File: config.mk
export PLATFORM = sky130hd
export DESIGN_NAME = civil_datetime_to_epoch
export DESIGN_NICKNAME = d
export VERILOG_FILES = /design/src/rtl/cdte_pkg.sv /design/src/rtl/civil_datetime_to_epoch.sv
export SDC_FILE = /design/constraint.sdc
export NUM_CORES = 2
export LEC_CHECK = 0
export ABC_CLOCK_PERIOD_IN_PS = 8060
export BUFFER_PORTS_ARGS = -buffer_cell sky130_fd_sc_hd__buf_2
export CAP_MARGIN = 20
export CORE_AREA = 5 5 243 245
export CTS_BUF_LIST = sky130_fd_sc_hd__clkbuf_4
export CTS_CLUSTER_SIZE = 14
export DETAILED_ROUTE_END_ITERATION = 16
export DIE_AREA = 0 0 248 250
export PLACE_DENSITY_LB_ADDON = 0.25
export SYNTH_ARGS = -nofsm -noshare
export SYNTH_HDL_FRONTEND = slang
export SYNTH_SLANG_ARGS = --single-unit
File: constraint.sdc
create_clock -name aclk -period 8.06 [get_ports aclk]
set_input_delay 0.806 -clock aclk [delete_from_list [all_inputs] [get_ports aclk]]
set_output_delay 0.806 -clock aclk [all_outputs]
set_load 0.03 [all_outputs]
File: src/rtl/cdte_pkg.sv
package cdte_pkg;

    typedef struct packed {
        logic        cmd;
        logic [15:0] year;
        logic [7:0]  month;
        logic [7:0]  day;
        logic [4:0]  hour;
        logic [5:0]  minute;
    } cdte_in_t;

    typedef struct packed {
        logic [31:0] epoch_seconds;
        logic        valid_res;
    } cdte_out_t;

    localparam int unsigned STAGES = 6;

    localparam logic        CMD_CLOCK = 1'b0;
    localparam logic        CMD_DATE  = 1'b1;

    localparam logic [31:0] EPOCH_MIN          = 32'd1577836800;
    localparam logic [17:0] DAYS_PER_ERA       = 18'd146097;
    localparam logic [19:0] CIVIL_TO_UNIX_DAYS = 20'd719468;
    localparam logic [16:0] SECS_PER_DAY       = 17'd86400;
    localparam logic [15:0] NOON_SECS          = 16'd43200;
    localparam logic [7:0]  OFFSET_MAX_Q       = 8'd104;
    localparam logic [7:0]  OFFSET_BIAS_Q      = 8'd48;
    localparam logic [7:0]  OFFSET_RESET       = 8'd48;
    localparam logic [15:0] YEAR_MIN           = 16'd2020;

    // floor(x/25) = (x * RECIP) >> SHIFT, exact over the ranges used here
    localparam logic [12:0] RECIP25_NARROW = 13'd5243;   // x < 4096, shift 17
    localparam logic [16:0] RECIP25_WIDE   = 17'd83887;  // x < 65536, shift 21

    // Length of month 1..12 (February without leap day)
    function automatic logic [4:0] month_len(input logic [3:0] m);
        logic [4:0] len;
        case (m)
            4'd4, 4'd6, 4'd9, 4'd11: len = 5'd30;
            4'd2:                    len = 5'd28;
            default:                 len = 5'd31;
        endcase
        return len;
    endfunction

    // Days from March 1st to the first of shifted month mp (0 = March)
    function automatic logic [8:0] doy_base(input logic [3:0] mp);
        logic [8:0] base;
        case (mp)
            4'd0:    base = 9'd0;
            4'd1:    base = 9'd31;
            4'd2:    base = 9'd61;
            4'd3:    base = 9'd92;
            4'd4:    base = 9'd122;
            4'd5:    base = 9'd153;
            4'd6:    base = 9'd184;
            4'd7:    base = 9'd214;
            4'd8:    base = 9'd245;
            4'd9:    base = 9'd275;
            4'd10:   base = 9'd306;
            4'd11:   base = 9'd337;
            default: base = 9'd0;
        endcase
        return base;
    endfunction

endpackage

File: src/rtl/civil_datetime_to_epoch.sv
// Converts a Gregorian date (and, in clock mode, hour, minute and the UTC
// offset register) to Unix epoch seconds. Six register stages; a word can
// enter every cycle when the output side is not stalled. Each stage holds
// its word until the next stage frees up, so bubbles are squeezed out under
// backpressure. The stages are, in order: era split -> leap/day check ->
// day-of-era -> day count -> 25x17 seconds multiply -> time-of-day add and
// range check. Invalid inputs or results outside 2020-01-01 .. 2^32-1 give
// epoch_seconds = 0, valid_res = 0. The offset register (quarter hours plus
// 48, clamped to 104) must only be written while the block is empty.
module civil_datetime_to_epoch (
    input  logic                aclk,
    input  logic                aresetn,
    input  logic                s_valid,
    output logic                s_ready,
    input  cdte_pkg::cdte_in_t  s_data,
    output logic                m_valid,
    input  logic                m_ready,
    output cdte_pkg::cdte_out_t m_data,
    input  logic                cfg_wr_en,
    input  logic [7:0]          cfg_wr_data
);

    typedef struct packed {
        logic        ok;
        logic        cmd;
        logic [15:0] yy;
        logic [7:0]  era;
        logic [11:0] q25;
        logic [4:0]  year_lo;
        logic [3:0]  mi;
        logic [7:0]  day;
        logic [8:0]  doy;
        logic [4:0]  hour;
        logic [5:0]  minute;
    } st1_t;

    typedef struct packed {
        logic               ok;
        logic [7:0]         era;
        logic [8:0]         yoe;
        logic [8:0]         doy;
        logic signed [18:0] tod;
    } st2_t;

    typedef struct packed {
        logic               ok;
        logic [24:0]        era_days;
        logic [17:0]        doe;
        logic signed [18:0] tod;
    } st3_t;

    typedef struct packed {
        logic               ok;
        logic [24:0]        days;
        logic signed [18:0] tod;
    } st4_t;

    typedef struct packed {
        logic               ok;
        logic [41:0]        secs;
        logic signed [18:0] tod;
    } st5_t;

    logic [7:0]                       offset_reg;
    logic [cdte_pkg::STAGES-1:0]      vld_reg, vld_next;
    logic [cdte_pkg::STAGES:0]        adv;

    st1_t                st1_reg, st1_next;
    st2_t                st2_reg, st2_next;
    st3_t                st3_reg, st3_next;
    st4_t                st4_reg, st4_next;
    st5_t                st5_reg, st5_next;
    cdte_pkg::cdte_out_t out_reg, out_next;

    // A stage takes a new word when it is empty or its word moves on
    always_comb begin
        adv[cdte_pkg::STAGES] = m_ready;
        for (int k = cdte_pkg::STAGES - 1; k >= 0; k--) begin
            adv[k] = !vld_reg[k] || adv[k+1];
        end
        vld_next[0] = adv[0] ? s_valid : vld_reg[0];
        for (int k = 1; k < cdte_pkg::STAGES; k++) begin
            vld_next[k] = adv[k] ? vld_reg[k-1] : vld_reg[k];
        end
    end

    assign s_ready = adv[0];
    assign m_valid = vld_reg[cdte_pkg::STAGES-1];
    assign m_data  = out_reg;

    always_ff @(posedge aclk) begin
        if (!aresetn) begin
            vld_reg    <= '0;
            offset_reg <= cdte_pkg::OFFSET_RESET;
        end else begin
            vld_reg <= vld_next;
            if (cfg_wr_en) begin
                offset_reg <= cfg_wr_data;
            end
        end
    end

    // Stage 1: range checks, March-based year, era, year/25
    always_comb begin
        logic [15:0] yy;
        logic [24:0] era_prod;
        logic [32:0] q25_prod;
        logic [3:0]  mp;
        logic        low_m;
        low_m    = s_data.month <= 8'd2;
        yy       = s_data.year - {15'd0, low_m};
        era_prod = {13'd0, yy[15:4]} * {12'd0, cdte_pkg::RECIP25_NARROW};
        q25_prod = {17'd0, s_data.year} * {16'd0, cdte_pkg::RECIP25_WIDE};
        mp       = low_m ? (s_data.month[3:0] + 4'd9) : (s_data.month[3:0] - 4'd3);

        st1_next.ok      = (s_data.year >= cdte_pkg::YEAR_MIN)
                        && (s_data.month >= 8'd1) && (s_data.month <= 8'd12)
                        && (s_data.day != 8'd0)
                        && ((s_data.cmd == cdte_pkg::CMD_DATE) || (s_data.day <= 8'd31));
        st1_next.cmd     = s_data.cmd;
        st1_next.yy      = yy;
        st1_next.era     = era_prod[24:17];
        st1_next.q25     = q25_prod[32:21];
        st1_next.year_lo = s_data.year[4:0];
        st1_next.mi      = s_data.month[3:0];
        st1_next.day     = s_data.day;
        st1_next.doy     = cdte_pkg::doy_base(mp) + {4'd0, s_data.day[4:0]} - 9'd1;
        st1_next.hour    = s_data.hour;
        st1_next.minute  = s_data.minute;
    end

    // Stage 2: leap year and month length, year of era, time of day
    always_comb begin
        logic [4:0]         r25;
        logic               leap;
        logic [4:0]         mdays;
        logic [15:0]        yoe_full;
        logic [7:0]         qc;
        logic signed [18:0] qoff;
        logic signed [18:0] clk_secs;
        // only the low bits of year - 25*q are needed, the remainder is < 25
        r25   = st1_reg.year_lo - (5'(st1_reg.q25) * 5'd25);
        leap  = (st1_reg.year_lo[1:0] == 2'd0)
             && ((r25 != 5'd0) || (st1_reg.year_lo[3:0] == 4'd0));
        mdays = (st1_reg.mi == 4'd2) ? (5'd28 + {4'd0, leap})
                                     : cdte_pkg::month_len(st1_reg.mi);
        yoe_full = st1_reg.yy - ({8'd0, st1_reg.era} * 16'd400);

        qc   = (offset_reg > cdte_pkg::OFFSET_MAX_Q) ? cdte_pkg::OFFSET_MAX_Q : offset_reg;
        qoff = $signed({11'd0, qc}) - $signed({11'd0, cdte_pkg::OFFSET_BIAS_Q});
        clk_secs = $signed({14'd0, st1_reg.hour}) * 19'sd3600
                 + $signed({13'd0, st1_reg.minute}) * 19'sd60
                 + qoff * 19'sd900;

        st2_next.ok  = st1_reg.ok
                    && ((st1_reg.cmd == cdte_pkg::CMD_CLOCK) || (st1_reg.day <= {3'd0, mdays}));
        st2_next.era = st1_reg.era;
        st2_next.yoe = yoe_full[8:0];
        st2_next.doy = st1_reg.doy;
        st2_next.tod = (st1_reg.cmd == cdte_pkg::CMD_DATE)
                     ? $signed({3'd0, cdte_pkg::NOON_SECS}) : clk_secs;
    end

    // Stage 3: day of era and era base days
    always_comb begin
        logic [1:0] c100;
        c100 = 2'((st2_reg.yoe >= 9'd100) ? 1 : 0)
             + 2'((st2_reg.yoe >= 9'd200) ? 1 : 0)
             + 2'((st2_reg.yoe >= 9'd300) ? 1 : 0);
        st3_next.ok       = st2_reg.ok;
        st3_next.era_days = {17'd0, st2_reg.era} * {7'd0, cdte_pkg::DAYS_PER_ERA};
        st3_next.doe      = {9'd0, st2_reg.yoe} * 18'd365 + {11'd0, st2_reg.yoe[8:2]}
                          - {16'd0, c100} + {9'd0, st2_reg.doy};
        st3_next.tod      = st2_reg.tod;
    end

    // Stage 4: days since 1970-01-01 (positive for any year >= 2020)
    always_comb begin
        st4_next.ok   = st3_reg.ok;
        st4_next.days = st3_reg.era_days + {7'd0, st3_reg.doe}
                      - {5'd0, cdte_pkg::CIVIL_TO_UNIX_DAYS};
        st4_next.tod  = st3_reg.tod;
    end

    // Stage 5: day count to seconds
    always_comb begin
        st5_next.ok   = st4_reg.ok;
        st5_next.secs = {17'd0, st4_reg.days} * {25'd0, cdte_pkg::SECS_PER_DAY};
        st5_next.tod  = st4_reg.tod;
    end

    // Stage 6: add time of day, range check
    always_comb begin
        logic signed [42:0] sum;
        logic               in_range;
        sum      = $signed({1'b0, st5_reg.secs}) + 43'(st5_reg.tod);
        in_range = (sum[42:32] == 11'd0) && (sum[31:0] >= cdte_pkg::EPOCH_MIN);
        out_next.valid_res     = st5_reg.ok && in_range;
        out_next.epoch_seconds = out_next.valid_res ? sum[31:0] : 32'd0;
    end

    always_ff @(posedge aclk) begin
        if (adv[0]) begin
            st1_reg <= st1_next;
        end
        if (adv[1]) begin
            st2_reg <= st2_next;
        end
        if (adv[2]) begin
            st3_reg <= st3_next;
        end
        if (adv[3]) begin
            st4_reg <= st4_next;
        end
        if (adv[4]) begin
            st5_reg <= st5_next;
        end
        if (adv[5]) begin
            out_reg <= out_next;
        end
    end

endmodule

# Yosys cells after proc, flatten, opt, wreduce, memory -nomap -nowiden

Memories as Yosys holds them, arrays and structs flattened.
Cells that the tools add are included.
Widths: inputs -> output; s select.

Register bits: 317
Bits in latches: 0
Memory bits (writable): 0
Bits in read-only memories: 144
Output and inout bits: 35
Word-level logic and storage cells: 118
Memories: 1

Add/subtract/negate cells: 19
Multiply operators: 10
Div/mod/pow operators: 0
Magnitude comparators: 11
Eq/ne operators: 5
Shifts and indexed selects: 0
Muxes and demuxes: 7
Bitwise logic cells: 1
Reductions and logical operators: 29

Memories:

| memory           | depth | bits a word | rd ports | clocked after memory_dff | write ports | line           | source |
|---|---|---|---|---|---|---|---|
| (name not given) | 16    | 9           | 1        | 0                        | 0           | cdte_pkg.sv:50 | `case (mp)` |

Operator list:

| operator               | count |
|---|---|
| $add 43x19->43         | 1 |
| $mul 25x10->35 const B | 1 |
| $ge 32x31->1 const B   | 1 |
| $mul 16x17->26 const B | 1 |
| $add 25x18->25         | 1 |
| $mul 12x13->25 const B | 1 |
| $mul 8x18->25 const B  | 1 |
| $sub 25x20->25 const B | 1 |
| $add 19x19->19         | 1 |
| $add 17x12->18         | 1 |
| $add 18x7->18          | 1 |
| $add 18x9->18          | 1 |
| $mul 9x9->18 const B   | 1 |
| $sub 18x2->18          | 1 |
| $mul 9x9->17 const B   | 1 |
| $ge 16x11->1 const B   | 1 |
| $sub 16x1->16          | 1 |
| $mul 5x8->13 const B   | 1 |
| $logic_not 11->1       | 1 |
| $mul 6x4->10 const B   | 1 |
| $add 9x5->9            | 1 |
| $ge 9x7->1 const B     | 1 |
| $ge 9x8->1 const B     | 1 |
| $ge 9x9->1 const B     | 1 |
| 33 further kinds       | 58 |

# Logic depth before layout (Yosys ltp)

Depth after elaboration: 10
Depth in mapped cells: 33
Depth with buffers taken out: 32

# Least setup slack after synthesis

No wires, ideal clock.

Path type: input to register
Start point: input port s_data[24] in the netlist's numbering
End point: register st1_reg[55] in the netlist's numbering (data pin)
Library setup time: 0.258 ns
Arrival time: 7.500 ns
Data required time: 7.802 ns
Slack: 0.302 ns
Stages on the path: 30
Path buffers: 0
Cells stage by stage: nor4_1 > and3_1 > ha_1 > o21ai_0 > or3_1 > a21boi_0 > nand2_1 > nor3_1 > nand2_1 > nand2_1 > nand2_1 > xnor2_1 > fa_1 > inv_1 > fa_1 > fa_1 > inv_1 > fa_1 > inv_1 > fa_1 > inv_1 > ha_1 > a21oi_1 > nor2b_1 > o21ai_0 > nand3_1 > and3_1 > or3_1 > a21oi_1 > xnor2_1

RTL lines:

| item                 | line                           | source |
|---|---|---|
| start, declared      | civil_datetime_to_epoch.sv:15  | `input cdte_pkg::cdte_in_t s_data,` |
| end signal, assigned | civil_datetime_to_epoch.sv:204 | `st1_reg <= st1_next;` |
| end, declared        | civil_datetime_to_epoch.sv:68  | `st1_t st1_reg, st1_next;` |

==> impl_metrics.py <==
metrics = {
    "setup_path": {
        "slowest_delay_ns": 0.54,
        "critPathKind": "in2reg",
        "reg2reg_slack_ns": 1.62,
        "worst_r2r_endpoint": "st3_reg[36]$_DFFE_PP_",
        "cp-startpoint": "s_data[24]",
        "r2r_start": "st2_reg[32]$_DFFE_PP_",
        "start_kind": "input pin",
        "end_kind": "flip-flop",
        "required_ns": 8.61,
        "cp_slowest_cell": "fa_1",
        "worstPathMaxFanout": 3,
        "crit_arrival_ns": 8.22,
        "r2r_cells": 23,
    },
    "placement": {
        "globalplace.congestion": 0.890,
        "dp_hpwl_um": 55600,
        "port_buffers": 89,
        "place_ws_ns": -0.521,
    },
    "floorplan": {
        "rows": 88,
        "die_w_um": 248,
        "coreArea_sq_um": 56900,
        "die_height_um": 250,
        "dieArea_sq_um": 62000,
        "initial_core_util_pct": 59.1,
        "pin_count": 92,
    },
    "clock_network": {
        "cts.sinks": 307,
        "h-tree-depth": 3,
        "clkTransAtPathRegs_ns": 0.07,
        "cts_tree": "done",
        "clk_latency_ns": 0.83,
        "cts_buffers": 79,
        "cts.path.max_buffers": 3,
        "clockRootBuffer": "clkbuf_4",
    },
    "worst_hold_path": {
        "hold_class": "in2reg",
        "holdPathEnd": "st1_reg[4]$_DFFE_PP_",
        "hold_depth": 1,
        "min_from": "s_data[4]",
    },
    "sta": {
        "setup_viol": 0,
        "rsz0062_at_grt": "false",
        "drv_slew": 0,
        "fmax_mhz": 130,
        "hold_violations": 0,
        "finalClockSkew_ns": 0.0739,
        "whs_ns": 0.153,
        "finalCritPeriodShare_pct": 95.2,
        "min_period_ns": 7.67,
        "fin_ws_ns": 0.389,
        "max_slew_margin_pct": 33.2,
        "worst_pin_slew_ns": 0.996,
    },
    "global_routing": {
        "grt_pass1_wl_um": 111000,
        "antenna_found_initial": 2,
        "grt_max_degree": 63,
        "gr-usage-all-layers_pct": 21.8,
        "grt_pass1_vias": 24121,
        "grt-ovfl-total": 0,
    },
    "detailed_routing": {
        "drc": 0,
        "via_count": 22113,
        "first_iter_violations": 732,
        "postRouteAntennaNets": 0,
        "wire_per_inst_um": 15.6,
        "via_per_inst": 5.29,
        "drt_wl_total_um": 65100,
        "first_pass_iters": 7,
    },
    "layout": {
        "fin_nets": 4362,
        "area_delta_synth_final_pct": 8.25,
        "final_util_pct": 64.0,
        "layout_common_cells": "inv_1, ha_1, fa_1",
        "final_common_cell": "inv_1",
        "drive_above_1_share_pct": 9.63,
    },
    "run": {
        "cap_violations": 0,
    },
    "synth": {
        "ys_async_sr_fraction_pct": 0,
        "netlist_area_sq_um": 33700,
        "ys_types": 74,
        "ys_ff_latch": 307,
        "synth_ff_type": "edfxtp_1",
        "avgSynthCellArea_sq_um": 10.6,
        "yosys_warnings": 0,
        "synth_edf_count": 293,
        "seq_area_frac_synth_pct": 27.0,
        "syn_inst": 3168,
    },
    "run_status": {
        "status": "finished, final reports clean",
    },
}
-- worst max-delay path: cells and delay by family --
kind | cells | cell delay [ns]
xor+xnor | 2 | 0.37
simple gates | 12 | 2.36
fa+ha+maj | 7 | 2.80
buf+inv | 5 | 0.54
compound gates | 7 | 1.30
-- cell families (layout without fill, tap and decap cells) --
kind of cell / Yosys count / in the layout / synth area share (%)
compound gates: 463 / 463 / 9.12
mux: 16 / 16 / 0.487
simple gates: 474 / 474 / 7.48
xor+xnor: 205 / 205 / 5.33
fa+ha+maj: 945 / 945 / 42.1
other cells: 1 / 3 / 0.0111
buf+inv: 757 / 1006 / 8.54
flops: 307 / 307 / 27.0
-- worst max path at each step --
stage,to,cells after the start
final,st1_reg[55]$_DFFE_PP_,33
after global routing,st1_reg[55]$_DFFE_PP_,33
after CTS,st1_reg[55]$_DFFE_PP_,33
after detailed placement,st1_reg[55]$_DFFE_PP_,33
after global placement,st1_reg[55]$_DFFE_PP_,33
after floorplan,st1_reg[55]$_DFFE_PP_,30
-- cells in the mapped netlist (all sizes together), types with 18 or more instances --
master	instances	share of area (%)
inv	728	8.1
ha	634	24
fa	311	18
edfxtp	293	26
xnor2	149	3.9
a21oi	133	2.0
nor2	121	1.3
nand2	89	0.99
o21ai	79	1.2
a21o	67	1.5
xor2	56	1.5
nor3	51	0.94
nand3	36	0.54
nor2b	34	0.63
o21bai	32	0.71
nand2b	23	0.43
a211oi	22	0.52
and2	21	0.39
o21a	21	0.47
and3	20	0.37
nor3b	20	0.67
clkbuf	18	0.20
nand4	18	0.33
-- what timing repair did --
action | 4_1_cts | 5_1_grt
gates resized for setup | 0 | 1
setup endpoints to repair | 0 | 1
hold buffers | 0 | 0
setup buffers | 0 | 0
-- stage by stage --
stage | std cells | cell area (sq um) | TNS [ns]
3_3_place_gp | 4040 | 35300 | -0.692
2_1_floorplan | 3169 | 33700 | 0
3_5_place_dp | 4041 | 35300 | -1.89
6_report | 4184 | 36400 | 0
5_1_grt | 4184 | 36400 | 0
4_1_cts | 4180 | 36400 | 0
-- final cells by class --
type | count | area (sq um)
Clock buffer | 115 | 863
Sequential cell | 307 | 9080
Multi-Input combinational cell | 2105 | 21700
Clock inverter | 24 | 188
Timing Repair Buffer | 139 | 878
Inverter | 728 | 2730
Antenna cell | 1 | 2.50
Tap cell | 765 | 957
Fill cell | 4538 | 20500
-- layer usage --
metal,global-route usage [%],up-vias,share of wire (%)
li1,-,11004,-
met1,24.9,10631,40
met2,41.3,335,54
met3,2.80,143,3.0
met4,7.69,0,3.1
met5,0,-,0
Power is left out: the tool's default activity adds up to more than one toggle a clock period on the data nets, which glitch-free logic cannot reach.
